==> config.mk <==
export PLATFORM = sky130hd
export DESIGN_NAME = step_sequence_controller
export DESIGN_NICKNAME = d
export VERILOG_FILES = /design/src/sv/ssc_pkg.sv /design/src/sv/ssc_step_logic.sv /design/src/sv/step_sequence_controller.sv
export SDC_FILE = /design/constraint.sdc
export NUM_CORES = 1
export LEC_CHECK = 0
export BUFFER_PORTS_ARGS = -buffer_cell sky130_fd_sc_hd__buf_2
export CORE_MARGIN = 4
export CORE_UTILIZATION = 57
export CTS_CLUSTER_DIAMETER = 80
export CTS_CLUSTER_SIZE = 14
export DETAILED_ROUTE_END_ITERATION = 10
export GPL_TIMING_DRIVEN = 1
export PLACE_DENSITY = 0.79
export SYNTH_ARGS = -nofsm -noshare
export SYNTH_HDL_FRONTEND = slang
export SYNTH_SLANG_ARGS = --single-unit
export TNS_END_PERCENT = 10
==> constraint.sdc <==
create_clock -name clk -period 5 [get_ports clk]
set_input_delay 0.25 -clock clk [delete_from_list [all_inputs] [get_ports clk]]
set_output_delay 0.25 -clock clk [all_outputs]
set_load 0.02 [all_outputs]
==> src/sv/ssc_pkg.sv <==
// ----------------------------------------------------------------------------
// Step sequence controller package
// Types, constants and helpers shared by the sequencer modules.
// ----------------------------------------------------------------------------
`default_nettype none

package ssc_pkg;

  localparam int SSC_MAX_STEPS = 10;
  localparam int SSC_STEP_W    = 4;
  localparam int SSC_MASK_W    = 10;
  localparam int SSC_CFG_IDX_W = 2;

  // register indexes on the config port
  typedef enum logic [SSC_CFG_IDX_W-1:0] {
    CFG_STEP_COUNT  = 2'd0,
    CFG_STATUS_MASK = 2'd1,
    CFG_ABORT_MASK  = 2'd2
  } ssc_cfg_idx_e;

  // overall sequencer state, also the child status coding
  typedef enum logic [1:0] {
    SEQ_DONE    = 2'd0,
    SEQ_RUNNING = 2'd1,
    SEQ_ABORTED = 2'd2
  } ssc_seq_e;

  typedef struct packed {
    logic       cmd;
    logic       start_set;
    logic       abort_set;
    logic       clear_level;
    logic [1:0] child_state;
    logic       child_read_fail;
    logic       request_write_fail;
  } ssc_in_t;

  typedef struct packed {
    logic [1:0]            seq_state;
    logic [SSC_STEP_W-1:0] step_index;
    logic                  waiting;
    logic                  request_issued;
    logic [SSC_STEP_W-1:0] request_step;
    logic                  abort_issued;
    logic                  major_alarm;
    logic                  finished;
    logic                  delay_started;
  } ssc_out_t;

  typedef struct packed {
    logic [SSC_STEP_W-1:0] step_count;
    logic [SSC_MASK_W-1:0] status_link_mask;
    logic [SSC_MASK_W-1:0] abort_link_mask;
  } ssc_cfg_t;

  typedef struct packed {
    ssc_seq_e              seq_state;
    logic [SSC_STEP_W-1:0] step;
    logic                  waiting;
    logic                  start_latch;
    logic                  abort_latch;
    logic                  delay_flag;
  } ssc_state_t;

  // per-step link bit; steps past the mask width have no link
  function automatic logic mask_bit(input logic [SSC_MASK_W-1:0] m,
                                    input logic [SSC_STEP_W-1:0] s);
    logic r;
    r = 1'b0;
    if (s < SSC_STEP_W'(SSC_MASK_W)) begin
      r = m[s];
    end
    return r;
  endfunction

endpackage

`default_nettype wire

==> src/sv/ssc_step_logic.sv <==
// ----------------------------------------------------------------------------
// Step sequence controller event logic
// Combinational next state and result for one event.
// ----------------------------------------------------------------------------
`default_nettype none

module ssc_step_logic
  import ssc_pkg::*;
#(
  parameter int MAX_STEPS = SSC_MAX_STEPS
) (
  input  ssc_cfg_t   cfg,
  input  ssc_state_t cur,
  input  ssc_in_t    evt_q,
  output ssc_state_t nxt,
  output ssc_out_t   res_next
);

  localparam logic [SSC_STEP_W-1:0] MaxIdx = SSC_STEP_W'(MAX_STEPS);

  logic [SSC_STEP_W-1:0] limit;
  logic                  sl, al, dly, go, child_abort;
  ssc_seq_e              st;
  logic [SSC_STEP_W-1:0] stp, req_stp;
  logic                  wf, req, abo, alm, fin;

  assign limit = (cfg.step_count < MaxIdx) ? cfg.step_count : MaxIdx;

  // next state
  always_comb begin
    sl          = cur.start_latch | evt_q.start_set;
    al          = cur.abort_latch | evt_q.abort_set;
    dly         = cur.delay_flag & ~evt_q.cmd;
    child_abort = ~evt_q.child_read_fail && (evt_q.child_state == SEQ_ABORTED);
    st          = cur.seq_state;
    stp         = cur.step;
    wf          = cur.waiting;
    go          = 1'b0;
    req         = 1'b0;
    req_stp     = '0;
    abo         = 1'b0;
    alm         = 1'b0;
    fin         = 1'b0;

    if (!dly) begin
      go = 1'b1;
      if (evt_q.clear_level && st == SEQ_ABORTED) begin
        st  = SEQ_DONE;
        stp = '0;
      end
      if (st != SEQ_RUNNING) begin
        al = 1'b0;
        if (!sl) begin
          go = 1'b0;
        end else begin
          st  = SEQ_RUNNING;
          stp = '0;
          wf  = 1'b0;
        end
      end
      if (go) begin
        sl = 1'b0;
        if (wf) begin
          if (evt_q.child_read_fail || child_abort || al) begin
            st  = SEQ_ABORTED;
            alm = 1'b1;
            if (al && !child_abort) begin
              abo = mask_bit(cfg.abort_link_mask, stp);
              al  = 1'b0;
            end
            go = 1'b0;
          end else if (evt_q.child_state != SEQ_DONE) begin
            go = 1'b0;   // child still running (code three counts as running)
          end else begin
            stp = stp + 1'b1;
            wf  = 1'b0;
          end
        end
      end
      if (go) begin
        if (stp >= MaxIdx || stp >= limit) begin
          st  = SEQ_DONE;
          stp = '0;
          fin = 1'b1;
        end else begin
          req     = 1'b1;
          req_stp = stp;
          if (evt_q.request_write_fail) begin
            st  = SEQ_ABORTED;
            alm = 1'b1;
          end else if (mask_bit(cfg.status_link_mask, stp)) begin
            wf = 1'b1;
          end else begin
            stp = stp + 1'b1;
          end
        end
      end
    end

    nxt.seq_state   = st;
    nxt.step        = stp;
    nxt.waiting     = wf;
    nxt.start_latch = sl;
    nxt.abort_latch = al;
    nxt.delay_flag  = dly | req;
  end

  // result beat
  always_comb begin
    res_next.seq_state      = nxt.seq_state;
    res_next.step_index     = nxt.step;
    res_next.waiting        = nxt.waiting;
    res_next.request_issued = req;
    res_next.request_step   = req_stp;
    res_next.abort_issued   = abo;
    res_next.major_alarm    = alm;
    res_next.finished       = fin;
    res_next.delay_started  = req;
  end

endmodule

`default_nettype wire

==> src/sv/step_sequence_controller.sv <==
// ----------------------------------------------------------------------------
// Step sequence controller
// Runs up to MAX_STEPS child steps in order, one event beat per cycle unless stalled.
// ----------------------------------------------------------------------------
//  channel  | signals                               | direction
//  ---------+---------------------------------------+----------
//  evt      | evt_valid, evt_stall, evt (ssc_in_t)  | in
//  res      | res_valid, res_stall, res (ssc_out_t) | out
//  cfg      | cfg_valid, cfg_ready, cfg_index/data  | in
//
//  One event beat enters per cycle while evt_stall is low; its result beat
//  goes through the input register, then the result register. The step logic
//  reads the sequencer state updated by the previous beat in the same cycle.
//  Reset (rst, synchronous) clears valids, sequencer state and config.
//  A stalled result holds; evt_stall rises only while a beat waits in the
//  input register behind a stalled result. cfg_ready is always high.
// ----------------------------------------------------------------------------
`default_nettype none

module step_sequence_controller
  import ssc_pkg::*;
#(
  parameter int MAX_STEPS = SSC_MAX_STEPS
) (
  input  logic                     clk,
  input  logic                     rst,
  input  logic                     evt_valid,
  output logic                     evt_stall,
  input  ssc_in_t                  evt,
  output logic                     res_valid,
  input  logic                     res_stall,
  output ssc_out_t                 res,
  input  logic                     cfg_valid,
  output logic                     cfg_ready,
  input  logic [SSC_CFG_IDX_W-1:0] cfg_index,
  input  logic [SSC_MASK_W-1:0]    cfg_data
);

  ssc_in_t    evt_q;
  logic       evt_q_valid;
  ssc_state_t state, state_next;
  ssc_cfg_t   cfg;
  ssc_out_t   res_next;
  logic       advance;

  // result slot is busy when it holds a beat that is not taken this cycle
  assign evt_stall = evt_q_valid && res_valid && res_stall;
  assign advance   = evt_q_valid && !(res_valid && res_stall);
  assign cfg_ready = 1'b1;

  // config registers; index past the list is dropped
  always_ff @(posedge clk) begin
    if (rst) begin
      cfg <= '0;
    end else if (cfg_valid && cfg_ready) begin
      unique case (cfg_index)
        CFG_STEP_COUNT:  cfg.step_count       <= cfg_data[SSC_STEP_W-1:0];
        CFG_STATUS_MASK: cfg.status_link_mask <= cfg_data;
        CFG_ABORT_MASK:  cfg.abort_link_mask  <= cfg_data;
        default: ;
      endcase
    end
  end

  // input register
  always_ff @(posedge clk) begin
    if (rst) begin
      evt_q_valid <= 1'b0;
    end else if (!evt_stall) begin
      evt_q_valid <= evt_valid;
    end
  end

  always_ff @(posedge clk) begin
    if (evt_valid && !evt_stall) begin
      evt_q <= evt;
    end
  end

  ssc_step_logic #(
    .MAX_STEPS (MAX_STEPS)
  ) u_step (
    .cfg      (cfg),
    .cur      (state),
    .evt_q    (evt_q),
    .nxt      (state_next),
    .res_next (res_next)
  );

  // sequencer state moves with each beat handed to the result register
  always_ff @(posedge clk) begin
    if (rst) begin
      state.seq_state   <= SEQ_DONE;
      state.step        <= '0;
      state.waiting     <= 1'b0;
      state.start_latch <= 1'b0;
      state.abort_latch <= 1'b0;
      state.delay_flag  <= 1'b0;
    end else if (advance) begin
      state <= state_next;
    end
  end

  // result register
  always_ff @(posedge clk) begin
    if (rst) begin
      res_valid <= 1'b0;
    end else if (advance) begin
      res_valid <= 1'b1;
    end else if (!res_stall) begin
      res_valid <= 1'b0;
    end
  end

  always_ff @(posedge clk) begin
    if (advance) begin
      res <= res_next;
    end
  end

endmodule

`default_nettype wire

==> reports/results.ini <==
[logic_synthesis]
synth-seq-area-share_pct = 46.2
ys_ff_latch = 59
ys_top_cells_by_area = dfxtp_1 24%, edfxtp_1 23%, mux2i_1 9.2%, nor2_1 6.4%, a21oi_1 2.8%
synth_top_area_cell = dfxtp_1
synth_area_mm2 = 0.00306
synth_top_area_share_pct = 23.6
synth_flop_cell = dfxtp_1
synth_area_per_cell_um2 = 9.86
syn-instance-count = 310
synthDistinctLibCells = 64
synthArstFlopShare_pct = 0
ys_warn_count = 0
synth_edf_count = 23
syn-num-nets = 340

[grt]
grt_util_all_layers_pct = 22.3
grt_max_degree = 40
antenna_found_initial = 0
grt_pass1_wl_um = 11200
grt_remaining_overflow = 0
grt_pass1_vias = 2404

[critical_path]
cp_max_fo = 10
start_kind = register
rrSetupSlack_ns = 0.83
r2r_end = res[11]
rr_worst_depth = 14
worstSetupPathType = reg2reg
arrival_ns = 4.26
worstPathRequired_ns = 5.09
rr_startpoint = state[8]
cp-end-kind = register

[final_layout]
fill_cells = 450
num_antenna_cells = 0
utilization_pct = 66.8
syn_to_final_growth_pct = 12.4
seqCellArea_mm2 = 0.00141
multi_input_area_mm2 = 0.00151
nNetsFinal = 379
layout-drive-gt1-share_pct = 20.1

[route]
vias = 2458
ant_nets = 0
met2WireLength_um = 3060
drc_errors = 0
vias_per_cell = 5.80
wl_um = 6690
wire_per_inst_um = 15.8
wl_met1_um = 2970
wl_met3_um = 483
top_layer = met4
firstDrtPassIters = 4
drtIter0Drc = 251

[power]
clkPwrFrac_pct = 34.9
internal_power_uw = 740
ir_worst_vdd_v = 0.000165
combPwrFrac_pct = 11.8
power_switching_uw = 263
p_sw_share_pct = 26.2
p_leak_uw = 0.00143
p_per_area_mw_per_mm2 = 292
p_seq_share_pct = 53.3

[sta]
clock_skew_ns = 0.00630
post-route-period-util_pct = 83.4
grt_setup_unrepaired = no
hold_viol_final = 0
post-route-min-period_ns = 4.17
setup_slack_ns = 0.830
setup-tns-final_ns = 0
slew_headroom_pct = 40.3
fmax_mhz = 240
setup_violations = 0
tightest_slew_ns = 0.894
slew_viol_final = 0

[floorplan]
die_y_um = 81.2
die_x_um = 81.2
coreArea_mm2 = 0.00514
ios = 44
dieArea_mm2 = 0.00660
initial_core_util_pct = 59.4
row_count = 26

[min_path]
worstHoldPathCells = 1
hold_class = in2reg
hp-start = evt[2]
hold_end = evt_q[2]

[clocking]
clock_sinks = 59
htree_num_levels = 3
hold_buffers = 0
clk_pin_slew_worst_paths_ns = 0.06
cts-buffers-inserted = 9
clk_latency_ns = 0.34
root_buffer = clkbuf_8
cts_buffer_depth = 2
cts.repair.resized = 0
cts_setup_buffers = 0
cts_tree = built

[placed_design]
dp_slack_ns = 0.918
dpl.hpwl_um = 4930
io_buffers = 42
place_congestion = 0.981

[status]
status = complete, no violations

[job]
drv_cap = 0

## registers in the layout, indices dropped and copies added (netlist names)
name / flops
res: 15
evt_q: 8
evt_q_valid: 1
cfg: 24
res_valid: 1
state: 10
## logic make-up after synthesis
| family | share of synthesized area (%) |
|---|---|
| other | 0.123 |
| DFF | 46.2 |
| xor gates and xnor gates | 0.860 |
| and+or+nand+nor | 19.4 |
| muxes | 10.1 |
| AOI/OAI and AO/OA | 17.0 |
| adders and majority gates | 2.05 |
| buffers and inverters | 4.26 |
## synthesized netlist by cell type (2+ instances only)
cell type  count
nor3_1         9
nor2_1        52
o22ai_1        2
and3_1         2
edfxtp_1      23
a22oi_1        2
nand3_1        4
o22a_1         2
o31a_1         2
nor2b_1        3
nand3b_1       5
a211oi_4       2
o21ai_0        6
o211ai_1       6
nand2b_1       6
inv_1          9
nand2_1       19
mux2i_1       28
dfxtp_1       36
ha_1           5
xnor2_1        3
buf_6          2
and3b_1        3
nand4_1        2
nor4_1         2
a21o_1         2
o31ai_2        2
nor3b_1        2
o21a_1         2
a211oi_2       2
clkbuf_1      10
a211oi_1       3
a31oi_1        2
buf_4          2
a21oi_1       17
a21boi_0       2
o31ai_1        2
## power groups by stage
stage | Combinational (µW) | Sequential, µW | Clock, µW
after floorplan | 78.8 | 547 | 0
after global placement | 114 | 543 | 0
after detailed placement | 117 | 544 | 0
after CTS | 118 | 534 | 355
after global routing | 131 | 537 | 373
final | 119 | 534 | 350
## worst max-delay path: stages, from the launching register on
cell	delay (ns)
dfxtp_1	0.49
and3b_1	0.24
a211oi_2	0.58
ha_1	0.37
inv_1	0.06
nor3_1	0.07
a21oi_4	0.26
inv_2	0.11
ha_1	0.30
a21o_1	0.10
a21oi_1	0.10
and4_1	0.23
nor3_1	0.55
nor3_1	0.14
o31a_1	0.31
## worst max path at each step
stage | start | endpoint | slack (ns) | depth (start not counted)
6_report | state[8] | res[11] | 0.83 | 14
5_1_grt | state[8] | res[11] | 0.67 | 14
4_1_cts | state[8] | res[11] | 0.90 | 14
3_5_place_dp | state[8] | res[11] | 0.92 | 14
3_3_place_gp | evt_q[6] | res[11] | 1.08 | 14
2_1_floorplan | evt_q[6] | res[11] | 1.40 | 14
## stage by stage
step                power (µW)  hold WS, ns  std cells  cell area (µm²)
floorplan                  626        0.349        310             3060
global placement           658        0.427        408             3280
detailed placement         661        0.428        408             3280
CTS                       1010       0.0795        424             3430
global route              1040       0.0817        424             3430
finish                    1000       0.0865        424             3430
## placed cells by master (no fill, tap or decap), types with 3 or more instances in the layout
master,Yosys,routed
nor2_1,52,52
buf_2,1,42
dfxtp_1,36,36
mux2i_1,28,28
edfxtp_1,23,23
nand2_1,19,19
a21oi_1,17,17
nor3_1,9,9
inv_1,9,9
clkbuf_8,0,9
o211ai_1,6,6
nand2b_1,6,6
o21ai_0,6,6
nand3b_1,5,5
ha_1,5,5
nand3_1,4,4
clkinv_1,1,3
nor2b_1,3,3
and3b_1,3,3
xnor2_1,3,3
a211oi_1,3,3
clkbuf_1,10,3
## layout make-up
class	instances	share of cell area, %
multi-input combinational	224	44.1
sequential	59	41.1
timing repair buffer	43	6.34
clock buffer	12	3.94
tap	70	2.55
inverter	12	1.46
clock inverter	4	0.510
## layer usage
metal / up-vias / global-route usage [%]
met1: 1133 / 28.7
met3: 18 / 4.21
li1: 1205 / -
met4: 0 / 13.3
met2: 102 / 35.0
met5: - / 0
Power figures use the tool's default switching activity.
